### config.mk
export PLATFORM = sky130hd
export DESIGN_NAME = hid_packet_reassembly_checker_top
export DESIGN_NICKNAME = d
export VERILOG_FILES = /design/src/sv/hprc_pkg.sv /design/src/sv/hprc_decide.sv /design/src/sv/hid_packet_reassembly_checker_top.sv
export SDC_FILE = /design/constraint.sdc
export NUM_CORES = 1
export LEC_CHECK = 0
export BUFFER_PORTS_ARGS = -buffer_cell sky130_fd_sc_hd__buf_2
export CORE_AREA = 2 2 93 95
export DETAILED_ROUTE_END_ITERATION = 16
export DIE_AREA = 0 0 95 97
export SKIP_LAST_GASP = 1
export SLEW_MARGIN = 20
export SYNTH_ARGS = -nofsm -noshare
export SYNTH_HDL_FRONTEND = slang
export SYNTH_SLANG_ARGS = --single-unit
### constraint.sdc
create_clock -name clk -period 3.96 [get_ports clk]
set_input_delay 0.396 -clock clk [delete_from_list [all_inputs] [get_ports clk]]
set_output_delay 0.396 -clock clk [all_outputs]
set_load 0.03 [all_outputs]
### src/sv/hprc_pkg.sv
`timescale 1ns / 1ps

package hprc_pkg;

    localparam int MSG_BYTES_DEF    = 512;
    localparam int PACKET_BYTES_DEF = 62;

    localparam int IN_DATA_W  = 16;
    localparam int IN_USER_W  = 1;
    localparam int OUT_DATA_W = 24;
    localparam int OUT_USER_W = 2;

    typedef enum logic [1:0] {
        ST_DROP = 2'd0,
        ST_MORE = 2'd1,
        ST_DONE = 2'd2
    } status_t;

    typedef struct packed {
        logic [3:0] total_index;
        logic [3:0] packet_index;
        logic [5:0] data_bytes;
        logic       ack_request;
        logic       toggle_bit;
        logic       reset_marker;
    } hdr_t;

    typedef struct packed {
        status_t    status;
        logic [8:0] write_offset;
        logic [9:0] message_length;
        logic       echo_ack;
    } res_t;

    typedef struct packed {
        logic       expect_flip;
        logic [4:0] expected_index;
        logic [3:0] last_index;
    } seq_t;

endpackage

### src/sv/hprc_decide.sv
`timescale 1ns / 1ps

module hprc_decide #(
    parameter int MSG_BYTES    = hprc_pkg::MSG_BYTES_DEF,
    parameter int PACKET_BYTES = hprc_pkg::PACKET_BYTES_DEF,
    parameter int FILL_W       = $clog2(MSG_BYTES + 1)
) (
    input  hprc_pkg::hdr_t      hdr,
    input  hprc_pkg::seq_t      seq,
    input  logic [FILL_W-1:0]   fill,
    output hprc_pkg::res_t      res,
    output hprc_pkg::seq_t      seq_next,
    output logic [FILL_W-1:0]   fill_next
);
    import hprc_pkg::*;

    localparam int SUM_W = FILL_W + 1;
    localparam int EXT_W = (SUM_W > 10) ? SUM_W : 10;
    localparam logic [5:0] LEN_MAX = 6'(PACKET_BYTES);

    logic [5:0]        len_c;
    logic              flip_bad;
    logic              order_bad;
    logic              first_pkt;
    logic [3:0]        last_eff;
    logic [FILL_W-1:0] fill_base;
    logic [SUM_W-1:0]  sum;
    logic              overflow;
    logic [EXT_W-1:0]  base_ext;
    logic [EXT_W-1:0]  sum_ext;

    always_comb
    begin
        len_c     = (hdr.data_bytes > LEN_MAX) ? LEN_MAX : hdr.data_bytes;
        flip_bad  = hdr.toggle_bit != seq.expect_flip;
        order_bad = (seq.expected_index != 5'd0)
                    && ({1'b0, hdr.packet_index} != seq.expected_index);
        first_pkt = hdr.packet_index == 4'd0;
        // first packet latches the total and restarts the fill
        last_eff  = first_pkt ? hdr.total_index : seq.last_index;
        fill_base = first_pkt ? '0 : fill;
        sum       = {1'b0, fill_base} + SUM_W'(len_c);
        overflow  = sum > SUM_W'(MSG_BYTES);
        base_ext  = EXT_W'(fill_base);
        sum_ext   = EXT_W'(sum);

        seq_next  = seq;
        fill_next = fill;
        res       = '{status: ST_DROP, write_offset: '0, message_length: '0, echo_ack: 1'b0};

        if (hdr.reset_marker)
        begin
            seq_next.expect_flip    = 1'b0;
            seq_next.expected_index = '0;
            fill_next               = '0;
        end
        else if (flip_bad || order_bad)
        begin
            seq_next.expected_index = '0;
            fill_next               = '0;
        end
        else
        begin
            seq_next.last_index = last_eff;
            if (overflow)
            begin
                seq_next.expected_index = '0;
                fill_next               = '0;
            end
            else if (hdr.packet_index == last_eff)
            begin
                seq_next.expect_flip    = ~seq.expect_flip;
                seq_next.expected_index = '0;
                fill_next               = '0;
                res.status              = ST_DONE;
                res.write_offset        = base_ext[8:0];
                res.message_length      = sum_ext[9:0];
                res.echo_ack            = hdr.ack_request;
            end
            else
            begin
                if (seq.expected_index != 5'd31)
                    seq_next.expected_index = seq.expected_index + 5'd1;
                fill_next        = sum[FILL_W-1:0];
                res.status       = ST_MORE;
                res.write_offset = base_ext[8:0];
            end
        end
    end

endmodule

### src/sv/hid_packet_reassembly_checker_top.sv
`timescale 1ns / 1ps

// HID packet reassembly checker.
// Slave channel: one beat per received packet header.
//   s_tdata holds toggle_bit, ack_request, data_bytes, packet_index,
//   total_index; s_tuser carries reset_marker.
// Master channel: one beat per header with the decision.
//   m_tuser carries status (0 drop, 1 more to come, 2 complete);
//   m_tdata holds write_offset, message_length, echo_ack.
// A header beat is captured in an input register; the decision logic
// reads it with the sequence state, updates the state and loads the
// result register that drives the result beat, once that register is
// free or its beat leaves. One header per cycle is sustained while
// m_tready stays high; the decision loop over the sequence state is
// combinational between its registers.
// When m_tready is low the result register holds, an empty input register
// still takes one more beat, then s_tready drops until the result leaves.
// Reset empties both registers and clears the flip expectation, expected
// packet index, latched last index and fill count.

module hid_packet_reassembly_checker_top #(
    parameter int MSG_BYTES    = hprc_pkg::MSG_BYTES_DEF,
    parameter int PACKET_BYTES = hprc_pkg::PACKET_BYTES_DEF
) (
    input  logic                            clk,
    input  logic                            rst_n,
    input  logic                            s_tvalid,
    output logic                            s_tready,
    // [0] toggle_bit, [1] ack_request, [7:2] data_bytes,
    // [11:8] packet_index, [15:12] total_index
    input  logic [hprc_pkg::IN_DATA_W-1:0]  s_tdata,
    // [0] reset_marker
    input  logic [hprc_pkg::IN_USER_W-1:0]  s_tuser,
    output logic                            m_tvalid,
    input  logic                            m_tready,
    // [8:0] write_offset, [18:9] message_length, [19] echo_ack, [23:20] zero
    output logic [hprc_pkg::OUT_DATA_W-1:0] m_tdata,
    // [1:0] status
    output logic [hprc_pkg::OUT_USER_W-1:0] m_tuser
);
    import hprc_pkg::*;

    localparam int FILL_W = $clog2(MSG_BYTES + 1);

    logic              in_valid_reg;
    hdr_t              hdr_reg;
    logic              out_valid_reg;
    res_t              res_reg;
    seq_t              seq_reg;
    seq_t              seq_next;
    logic [FILL_W-1:0] fill_count_reg;
    logic [FILL_W-1:0] fill_count_next;
    res_t              res_next;
    logic              advance;
    logic              in_take;

    assign advance  = in_valid_reg && (!out_valid_reg || m_tready);
    assign s_tready = !in_valid_reg || advance;
    assign in_take  = s_tvalid && s_tready;

    hprc_decide #(
        .MSG_BYTES    (MSG_BYTES),
        .PACKET_BYTES (PACKET_BYTES),
        .FILL_W       (FILL_W)
    ) u_decide (
        .hdr       (hdr_reg),
        .seq       (seq_reg),
        .fill      (fill_count_reg),
        .res       (res_next),
        .seq_next  (seq_next),
        .fill_next (fill_count_next)
    );

    always_ff @(posedge clk or negedge rst_n)
    begin
        if (!rst_n)
        begin
            in_valid_reg   <= 1'b0;
            out_valid_reg  <= 1'b0;
            seq_reg        <= '0;
            fill_count_reg <= '0;
        end
        else
        begin
            if (in_take)
                in_valid_reg <= 1'b1;
            else if (advance)
                in_valid_reg <= 1'b0;

            if (advance)
                out_valid_reg <= 1'b1;
            else if (m_tready)
                out_valid_reg <= 1'b0;

            if (advance)
            begin
                seq_reg        <= seq_next;
                fill_count_reg <= fill_count_next;
            end
        end
    end

    always_ff @(posedge clk)
    begin
        if (in_take)
        begin
            hdr_reg.reset_marker <= s_tuser[0];
            hdr_reg.toggle_bit   <= s_tdata[0];
            hdr_reg.ack_request  <= s_tdata[1];
            hdr_reg.data_bytes   <= s_tdata[7:2];
            hdr_reg.packet_index <= s_tdata[11:8];
            hdr_reg.total_index  <= s_tdata[15:12];
        end
        if (advance)
            res_reg <= res_next;
    end

    assign m_tvalid = out_valid_reg;
    assign m_tuser  = res_reg.status;
    assign m_tdata  = {4'd0, res_reg.echo_ack, res_reg.message_length, res_reg.write_offset};

    a_fill_bound: assert property (@(posedge clk) disable iff (!rst_n)
        fill_count_reg <= FILL_W'(MSG_BYTES))
        else $error("fill count beyond message buffer");

    a_stall_holds_state: assert property (@(posedge clk) disable iff (!rst_n)
        (m_tvalid && !m_tready) |=> ($stable(fill_count_reg) && $stable(seq_reg)))
        else $error("sequence state moved while result stalled");

    a_done_clears: assert property (@(posedge clk) disable iff (!rst_n)
        (advance && res_next.status != ST_MORE) |=>
            (fill_count_reg == '0 && seq_reg.expected_index == 5'd0))
        else $error("reassembly not restarted after drop or completion");

    a_echo_only_done: assert property (@(posedge clk) disable iff (!rst_n)
        (m_tvalid && m_tdata[19]) |-> (m_tuser == ST_DONE))
        else $error("echo outside completion");

    a_drop_zero: assert property (@(posedge clk) disable iff (!rst_n)
        (m_tvalid && m_tuser == ST_DROP) |-> (m_tdata[18:0] == 19'd0))
        else $error("dropped result carries data");

endmodule

==> flow_metrics.env <==
export IMPL_synth_most_common_cell="edfxtp_1"
export IMPL_dr_max_layer_used="met4"
export IMPL_synth_top_area_cell="edfxtp_1"
export IMPL_power_switching_mw=0.520
export IMPL_powerDensity_nw_per_um2=456
export IMPL_synth_edf_count=39
export IMPL_drive_gt1_frac=0.308
export IMPL_power_mw=1.75
export IMPL_ys_flop_type="edfxtp_1"
export IMPL_dr_wl_met3_um=316
export IMPL_routed_wl_mm=6.52
export IMPL_cts_sinks=61
export IMPL_worst_pin_slew_ns=0.971
export IMPL_track_usage=0.149
export IMPL_r2r_start="hdr_reg[9]$_DFFE_PP_"
export IMPL_grt_pass1_wl_mm=10.7
export IMPL_reg2reg_depth=12
export IMPL_grt_remaining_overflow=0
export IMPL_end_kind="register"
export IMPL_clk_latency_ns=0.34
export IMPL_yosys_cell_types_count=54
export IMPL_firstDrtPassIters=4
export IMPL_route_detailed_drc=0
export IMPL_wl_met2_mm=2.93
export IMPL_final_core_util=0.472
export IMPL_drt_initial_drc_count=76
export IMPL_cts_root_buffer_cell="clkbuf_8"
export IMPL_timing_fmax_mhz=261
export IMPL_rsz0062_at_grt="false"
export IMPL_stdcell_area_um2=3840
export IMPL_synthTopCellsByCount="39 x edfxtp_1, 22 x dfrtp_1, 22 x nand2_1"
export IMPL_final_period_utilization=0.969
export IMPL_setup_tns_ns=0
export IMPL_synthArstFlopShare=0.361
export IMPL_hp_class="input port to async pin"
export IMPL_slew_headroom=0.348
export IMPL_num_vias=2278
export IMPL_cts_buffers=9
export IMPL_yosys_warnings=0
export IMPL_slew_violations=0
export IMPL_cp_arrival_ns=4.04
export IMPL_path_max_fanout=10
export IMPL_cts_tree="yes"
export IMPL_finClkSkew_ns=0.00982
export IMPL_seq_area_frac_synth=0.532
export IMPL_io_buffers=44
export IMPL_status="complete, no violations"
export IMPL_placed_area_um2=3600
export IMPL_drtAntennaViolNets=0
export IMPL_p_int_mw=1.23
export IMPL_rows=33
export IMPL_synth_area_per_cell_um2=11.4
export IMPL_num_io_pins=49
export IMPL_area_growth_pct=18.5
export IMPL_die_h_um=97
export IMPL_synthCells=285
export IMPL_startpoint_type="register"
export IMPL_power_share_sequential=0.439
export IMPL_grt_pass1_vias=2183
export IMPL_core_area_um2=8130
export IMPL_cp_required_ns=4.16
export IMPL_hpwl_mm=4.66
export IMPL_viasPerCell=5.11
export IMPL_synthTopCellsByArea="edfxtp_1 36%, dfrtp_1 17%, ha_1 3.5%, and2_1 3.1%, nand2_1 2.6%"
export IMPL_hold_violations=0
export IMPL_routedWlPerCell_um=14.6
export IMPL_critical_path_class="register to register"
export IMPL_period_needed_ns=3.84
export IMPL_wl_met1_mm=3.14
export IMPL_setup_violations=0
export IMPL_die_width_um=95
export IMPL_p_leak_nw=1.60
export IMPL_htree_num_levels=3
export IMPL_power_share_clock=0.357
export IMPL_netlist_area_leader_share=0.362
export IMPL_diodes=0
export IMPL_cap_violations=0
export IMPL_netlist_area_um2=3240
export IMPL_power_frac_comb=0.204
export IMPL_sw_frac_of_total=0.297
export IMPL_ir_worst_vdd_mv=0.186
export IMPL_die_area_um2=9220
export IMPL_ys_ff_latch=61
export IMPL_start_util=0.398
export IMPL_holdWs_ns=0.0299
export IMPL_grt_max_degree=31
export IMPL_final_nets=367
export IMPL_clk_pin_slew_ns=0.07
export IMPL_largest_reg_flops=20
export IMPL_crit_start="hdr_reg[9]$_DFFE_PP_"
export IMPL_grt_antenna_before_repair=0
export IMPL_place_congestion=0.834
export IMPL_clk_path_buf_depth=2
[placed cells by master (no fill, tap or decap), types with 2 or more instances in the layout]
cell type and count:
buf_2 44, edfxtp_1 39, nand2_1 22, dfrtp_1 22, and2_1 15, inv_1 14
o21ai_0 12, buf_4 12, nor3_1 10, o31ai_1 10, clkbuf_8 9, a21oi_1 8
nor2_2 8, nor2_1 7, ha_1 7, xnor2_1 6, a211oi_1 6, a21o_1 5
xor2_1 5, nand3_1 4, nand2b_1 4, mux2i_1 4, or3_1 4, mux2_2 4
conb_1 4, or4_4 3, o21a_1 3, nand3b_1 3, o41ai_1 3, a211o_2 3
o31a_1 3, or2_2 3, and3_1 2, nor4b_1 2, a31oi_4 2, clkinv_4 2
bufinv_16 2
[metal layers]
metal  vias to the layer above  GRT usage
met5                         -          0
met4                         0     0.0702
met2                        57      0.220
met1                      1071      0.208
li1                       1140          -
met3                        10     0.0312
[critical path: stages (launching register included)]
cell and delay, ns:
edfxtp_1 0.39, or4_4 0.58, buf_4 0.19, and2_1 0.16, ha_2 0.32, a211o_1 0.37
a21o_1 0.22, or4_4 0.44, a31oi_4 0.17, a31oi_4 0.04, or4_4 0.54, buf_6 0.18
nor2_2 0.10
[worst paths after layout]
| path | endpoint | slack [ns] |
|---|---|---|
| worst max register to register | m_tdata[10]$_SDFFCE_PP0P_ | 0.12 |
| max in group asynchronous | fill_count_reg[5]$_DFFE_PN0P_ | 3.57 |
| min in group clk | hdr_reg[2]$_DFFE_PP_ | 0.23 |
| worst min-delay path | seq_reg[2]$_DFFE_PN0P_ | 0.03 |
| worst min register to register | m_tvalid$_DFFE_PN0P_ | 0.50 |
| worst max-delay path | m_tdata[10]$_SDFFCE_PP0P_ | 0.12 |
[cells by family (layout without fill, tap and decap cells)]
| kind of cell | after synthesis | in the layout | synth area share |
|---|---|---|---|
| adder cells (fa/ha/maj) | 10 | 10 | 0.0410 |
| other | 1 | 4 | 0.00116 |
| XOR/XNOR | 11 | 11 | 0.0298 |
| flip-flops | 61 | 61 | 0.532 |
| multiplexers | 8 | 8 | 0.0263 |
| AND/OR/NAND/NOR | 97 | 97 | 0.173 |
| AO/OA/AOI/OAI | 63 | 63 | 0.146 |
| buffers and inverters | 34 | 87 | 0.0510 |
[layout make-up]
type	instances	area, µm²
clock buffers	9	124
clock inverters	7	98.8
fillers	744	4300
inverters	14	52.6
multi-input cells	193	1390
flip-flops and latches	61	1720
well taps	105	131
repair buffers	57	322
[per-stage QoR]
stage | setup WS, ns | instances
CTS | 0.0485 | 445
floorplan | -0.0307 | 288
global route | 0.0154 | 446
detailed placement | 0.0659 | 429
finish | 0.124 | 446
global placement | 0.157 | 429
[power by group through the flow]
stage          combinational, mW  clock (mW)  sequential, mW
2_1_floorplan              0.227           0           0.804
3_3_place_gp               0.348           0           0.780
3_5_place_dp               0.353           0           0.781
4_1_cts                    0.355       0.639           0.767
5_1_grt                    0.393       0.669           0.774
6_report                   0.357       0.625           0.768
[timing repair]
action,in CTS,in global routing
hold buffers,0,0
setup buffers,0,1
endpoints found under the setup margin,0,22
gates resized for setup,0,3
endpoints found under the hold margin,0,0
Note: power is estimated with default switching activity, not from simulation.
